==> config.mk <==
export PLATFORM = sky130hd
export DESIGN_NAME = dtq_cell
export DESIGN_NICKNAME = d
export VERILOG_FILES = /design/src/rtl/dtq_pkg.sv /design/src/rtl/dtq_cell.sv
export SDC_FILE = /design/constraint.sdc
export NUM_CORES = 1
export LEC_CHECK = 0
export BUFFER_PORTS_ARGS = -buffer_cell sky130_fd_sc_hd__buf_4
export CORE_MARGIN = 5
export CORE_UTILIZATION = 25
export DETAILED_ROUTE_END_ITERATION = 8
export SLEW_MARGIN = 5
export SYNTH_ARGS = -nofsm -noshare
export SYNTH_HDL_FRONTEND = slang
export SYNTH_SLANG_ARGS = --single-unit
==> constraint.sdc <==
create_clock -name clk_i -period 2.77 [get_ports clk_i]
set_input_delay 0.4155 -clock clk_i [delete_from_list [all_inputs] [get_ports clk_i]]
set_output_delay 0.4155 -clock clk_i [all_outputs]
set_load 0.005 [all_outputs]
==> src/rtl/dtq_pkg.sv <==
// Shared types and constants for the delta-list timer queue.
// No dependencies; every other file in this folder imports it.
package dtq_pkg;

  localparam int unsigned TIMER_SLOTS = 16;
  localparam int unsigned IDX_W       = $clog2(TIMER_SLOTS);

  localparam logic [1:0] REQ_ADD  = 2'd0;
  localparam logic [1:0] REQ_DEL  = 2'd1;
  localparam logic [1:0] REQ_TICK = 2'd2;

  localparam logic [2:0] STATUS_OK     = 3'd0;
  localparam logic [2:0] STATUS_ZERO   = 3'd1;
  localparam logic [2:0] STATUS_DUP    = 3'd2;
  localparam logic [2:0] STATUS_FULL   = 3'd3;
  localparam logic [2:0] STATUS_ABSENT = 3'd4;

  typedef struct packed {
    logic [1:0]  req_type;
    logic [3:0]  timer_slot;
    logic [31:0] tick_count;
    logic [7:0]  task_id;
  } dtq_in_t;

  typedef struct packed {
    logic [2:0] status;
    logic       fired;
    logic [3:0] expired_slot;
    logic [7:0] wake_task;
    logic       last;
  } dtq_out_t;

  typedef struct packed {
    logic        vld;
    logic [3:0]  slot;
    logic [31:0] delta;
  } cell_t;

  typedef enum logic [2:0] {
    CELL_HOLD,
    CELL_LOAD,
    CELL_FROM_LEFT,
    CELL_FROM_LEFT_SUB,
    CELL_FROM_RIGHT,
    CELL_FROM_RIGHT_ADD,
    CELL_DEC
  } cell_op_e;

  typedef struct packed {
    cell_op_e    op;
    logic [3:0]  slot;
    logic [31:0] delta;
  } cell_cmd_t;

  typedef enum logic [1:0] {
    ACT_NONE,
    ACT_INSERT,
    ACT_REMOVE,
    ACT_DEC
  } act_e;

endpackage

==> src/rtl/dtq_cell.sv <==
// One queue position of the delta list: valid flag, slot and relative delay.
// Depends on dtq_pkg for the cell and command types.
module dtq_cell (
  input  logic              clk_i,
  input  logic              rst_ni,
  input  dtq_pkg::cell_cmd_t cmd_i,
  input  dtq_pkg::cell_t    left_i,
  input  dtq_pkg::cell_t    right_i,
  output dtq_pkg::cell_t    cell_o
);
  import dtq_pkg::*;

  cell_t cell_q, cell_d;

  always_comb begin
    cell_d = cell_q;
    unique case (cmd_i.op)
      CELL_HOLD: begin
      end
      CELL_LOAD: begin
        cell_d.vld   = 1'b1;
        cell_d.slot  = cmd_i.slot;
        cell_d.delta = cmd_i.delta;
      end
      CELL_FROM_LEFT: begin
        cell_d = left_i;
      end
      CELL_FROM_LEFT_SUB: begin
        cell_d       = left_i;
        cell_d.delta = left_i.delta - cmd_i.delta;
      end
      CELL_FROM_RIGHT: begin
        cell_d = right_i;
      end
      CELL_FROM_RIGHT_ADD: begin
        cell_d       = right_i;
        cell_d.delta = right_i.delta + cell_q.delta;
      end
      CELL_DEC: begin
        if (cell_q.delta != '0) begin
          cell_d.delta = cell_q.delta - 32'd1;
        end
      end
      default: begin
      end
    endcase
  end

  always_ff @(posedge clk_i or negedge rst_ni) begin
    if (!rst_ni) begin
      cell_q <= '0;
    end else begin
      cell_q <= cell_d;
    end
  end

  assign cell_o = cell_q;

endmodule

==> summary.md <==
| Metric | Value |
|---|---|
| Library cells used by synthesis | `between 70 and 80` |
| CTS Sinks | `37` |
| # H-tree levels | `2` |
| DP Area | `10100 sq um` |
| Crit path DAT | `a little over 4 ns` |
| Dpl cells | `1587` |
| Final slew viol count | `0` |
| Share of post-route cells with drive strength above 1 | `46.5%` |
| Max VDD drop | `276 uV` |
| Reg clk slew, reported paths | `about 0.07 ns` |
| Final Skew | `between 0.006 and 0.007 ns` |
| DR WL/cell | `18.9 microns` |
| Fraction of registers with async set or reset after synthesis | `100%` |
| Filler cells | `around 2500` |
| Area Overhead vs Synth | `74.4%` |
| CTS tree | `yes` |
| Total CTS buffers | `5` |
| Crit share post-route | `142%` |
| Post-Syn Nets | `1073` |
| Crit Path Max Fanout | `5` |
| Initial Util | `between 20% and 30%` |
| Drt total wl | `30900 microns` |
| Detailed Place HPWL | `between 20000 and 25000 microns` |
| Switch Pwr | `between 2000 and 3000 uW` |
| Routed Antenna Nets | `0` |
| Status | `finished with violations` |
| Port bufs | `151` |
| Largest net degree at the start of global routing | `67` |
| Nets | `1485` |
| Clk pwr share | `around a tenth` |
| Clock latency on the worst-skew pair | `0.30 ns` |
| Setup ws final | `-1.17 ns` |
| Root Buffer | `clkbuf_16` |
| Initial DRT Pass Iterations | `5` |
| Crit path kind | `in -> reg` |
| Global-route wire length before repair | `approximately 46000 microns` |
| DRC | `0` |
| GPL Wtd Cong | `0.924` |
| Syn avg cell area | `7.44 sq um` |
| Pre-CTS WS | `-1.61 ns` |
| Initial antenna violation count | `0` |
| Post-Syn Instances | `885` |
| Initial drt markers | `slightly above 600` |
| Main synth FF type | `dfrtp_1` |
| Post-route cell area | `11500 sq um` |
| Die area | `about 30000 sq um` |
| Hold WC Path Type | `in -> async` |
| RSZ-0062 raised after global routing | `yes` |
| Remaining Overflow, GRT | `0` |
| Post-synth EDFFs | `0` |
| Failing checks | `negative setup slack` |
| Hold buffer count at CTS | `0` |
| Vias in the first global route | `8492` |
| Switching Fraction | `43.4%` |
| MaxCap Viol Count | `0` |
| Largest register FFs | `37` |
| Clock buffer depth | `2` |
| Worst Setup End Kind | `flip-flop` |
| Gate power share | `75.9%` |
| Row count | `59` |
| GRT Overall Usage | `19.5%` |
| Non-filler cells, final | `1633` |
| Leakage dissipation | `approximately 0.0053 uW` |
| Top cells by area, synth | `dfrtp_1 (14%), ha_1 (13%), a21oi_1 (6.5%)` |
| Footprint of the multi-input gates | `6330 sq um` |
| Power Density | `about 520 nW/um^2` |
| Flop pwr share | `between 10% and 20%` |
| Critical Path Start Type | `primary input` |
| Area leader, netlist | `dfrtp_1` |
| Slew margin rel. | `approximately three fifths` |
| Yosys top cell area share | `roughly 14%` |
| Final Util | `between 40% and 50%` |
| Register area | `about 900 sq um` |
| Worst slew pin tran | `just under 0.6 ns` |
| I/O pin cnt | `152` |
| Die W | `172 microns` |
| # setup viols final | `25` |
| Seq cells post-synth | `37` |
| Core area | `between 20000 and 30000 sq um` |
| Post-route minimum period | `3.94 ns` |
| Die H | `around 170 microns` |
| WP data required | `slightly below 3 ns` |
| Seq/Total Area, Yosys | `14.1%` |
| Max frequency | `0.254 GHz` |
| Synth warn | `0` |
| Antenna diodes | `0` |
| Vias | `between 8000 and 9000` |
| Final Hold Fails | `0` |
| Post-synthesis cell area | `6590 sq um` |
| Avg Vias per Cell | `5.30` |
| Int Pwr | `around 3400 uW` |
[placed cells by master, fill, tap and decap left out, types with 13 or more instances in the layout]
master / Yosys / routed
a21o_1: 29 / 28
a21oi_1: 86 / 64
a21oi_2: 1 / 15
a221oi_1: 27 / 26
buf_4: 0 / 409
buf_6: 0 / 32
dfrtp_1: 37 / 37
ha_1: 71 / 53
ha_4: 0 / 18
inv_1: 45 / 45
nand2_1: 98 / 88
nand2b_1: 17 / 16
nand3_1: 18 / 13
nor2_1: 46 / 41
o21ai_0: 70 / 47
o21ai_1: 0 / 18
xnor2_1: 45 / 33
xor2_1: 29 / 26
[critical path: stages]
cell	delay, ns
buf_6	0.10
or4_4	0.55
nor3_4	0.19
nand2b_4	0.08
or4_4	0.43
or2_4	0.28
nor4_4	0.15
xnor2_1	0.15
nand2_1	0.11
ha_4	0.24
a21o_1	0.20
a211oi_2	0.20
nand2_1	0.10
a21oi_2	0.13
a221oi_2	0.08
a31o_4	0.24
a31oi_4	0.18
xnor2_1	0.09
a31o_1	0.21
[synth_stat cells, types with 5 or more instances]
| cell | instances |
|---|---|
| o22ai_1 | 9 |
| nor2_1 | 46 |
| clkbuf_1 | 35 |
| o21ai_0 | 70 |
| a221oi_1 | 27 |
| nand4_1 | 9 |
| a21oi_1 | 86 |
| o21a_1 | 10 |
| nor2b_1 | 6 |
| a21o_1 | 29 |
| dfrtp_1 | 37 |
| nor4_1 | 14 |
| nand3_1 | 18 |
| o211ai_1 | 11 |
| a211oi_1 | 9 |
| nor3_1 | 13 |
| a221o_1 | 5 |
| nand2b_1 | 17 |
| mux2i_1 | 5 |
| a22oi_1 | 7 |
| xnor2_1 | 45 |
| xor2_1 | 29 |
| inv_1 | 45 |
| ha_1 | 71 |
| o31ai_1 | 9 |
| o221ai_1 | 9 |
| or3_1 | 14 |
| nand2_1 | 98 |
| a31oi_1 | 11 |
[area by class of cell]
class | count | area share [%]
clock buffers | 6 | 1.12
clock inverters | 2 | 0.0871
inverters | 45 | 1.47
multi-input cells | 763 | 55.1
flip-flops and latches | 37 | 8.06
well taps | 335 | 3.65
repair buffers | 445 | 30.5
[per-stage QoR]
| step | hold WS (ns) | power [uW] | TNS (ns) |
|---|---|---|---|
| 6_report | 0.116 | 5920 | -17.46 |
| 4_1_cts | 0.145 | 5400 | -14.47 |
| 3_5_place_dp | 0.465 | 4290 | -26.25 |
| 2_1_floorplan | 0.120 | 2610 | -14.41 |
| 5_1_grt | 0.169 | 6280 | -20.68 |
| 3_3_place_gp | 0.465 | 4250 | -25.41 |
[kinds of logic (layout without fill, tap and decap cells)]
family / count (synthesis) / count (layout) / synth area share, %
buffers and inverters: 85 / 498 / 4.88
AO/OA/AOI/OAI: 338 / 338 / 34.8
multiplexers: 5 / 5 / 0.760
XOR/XNOR: 75 / 75 / 10.1
flip-flops: 37 / 37 / 14.1
AND/OR/NAND/NOR: 272 / 272 / 21.4
adder cells (fa/ha/maj): 73 / 73 / 14.1
[routing by layer]
metal	up-vias	routed length, microns	global-route usage, %	share of wire (%)
met5	-	0	0	0
met4	0	1050	5.98	3.4
met3	77	2060	3.38	6.7
met2	333	14700	32.6	47
met1	4090	13100	25.6	42
li1	4153	-	-	-
[power by group through the flow]
stage	clock, uW	sequential (uW)	combinational [uW]
3_5_place_dp	0	804	3480
2_1_floorplan	0	802	1810
3_3_place_gp	0	802	3450
4_1_cts	613	809	3980
6_report	606	821	4500
5_1_grt	630	836	4810
[path summary, 6_finish.rpt]
path	startpoint	slack, ns	to	depth (start not counted)
worst min-delay path	rst_ni	0.12	cell_o[26]	1
min in group clk_i	left_i[36]	0.41	cell_o[36]	3
worst max-delay path	right_i[12]	-1.17	cell_o[31]	19
worst min register to register	cell_o[32]	0.49	cell_o[32]	2
worst max register to register	cell_o[3]	-0.02	cell_o[31]	10
max in group asynchronous	rst_ni	2.24	cell_o[3]	1
[what timing repair did]
action | in CTS | in global routing
setup buffers | 17 | 23
resized for setup | 96 | 87
setup endpoints to repair | 24 | 27
hold endpoints to repair | 0 | 0
pin swaps | 48 | 63
cloned | 0 | 0
No activity file was read; power rests on OpenSTA's default activity.
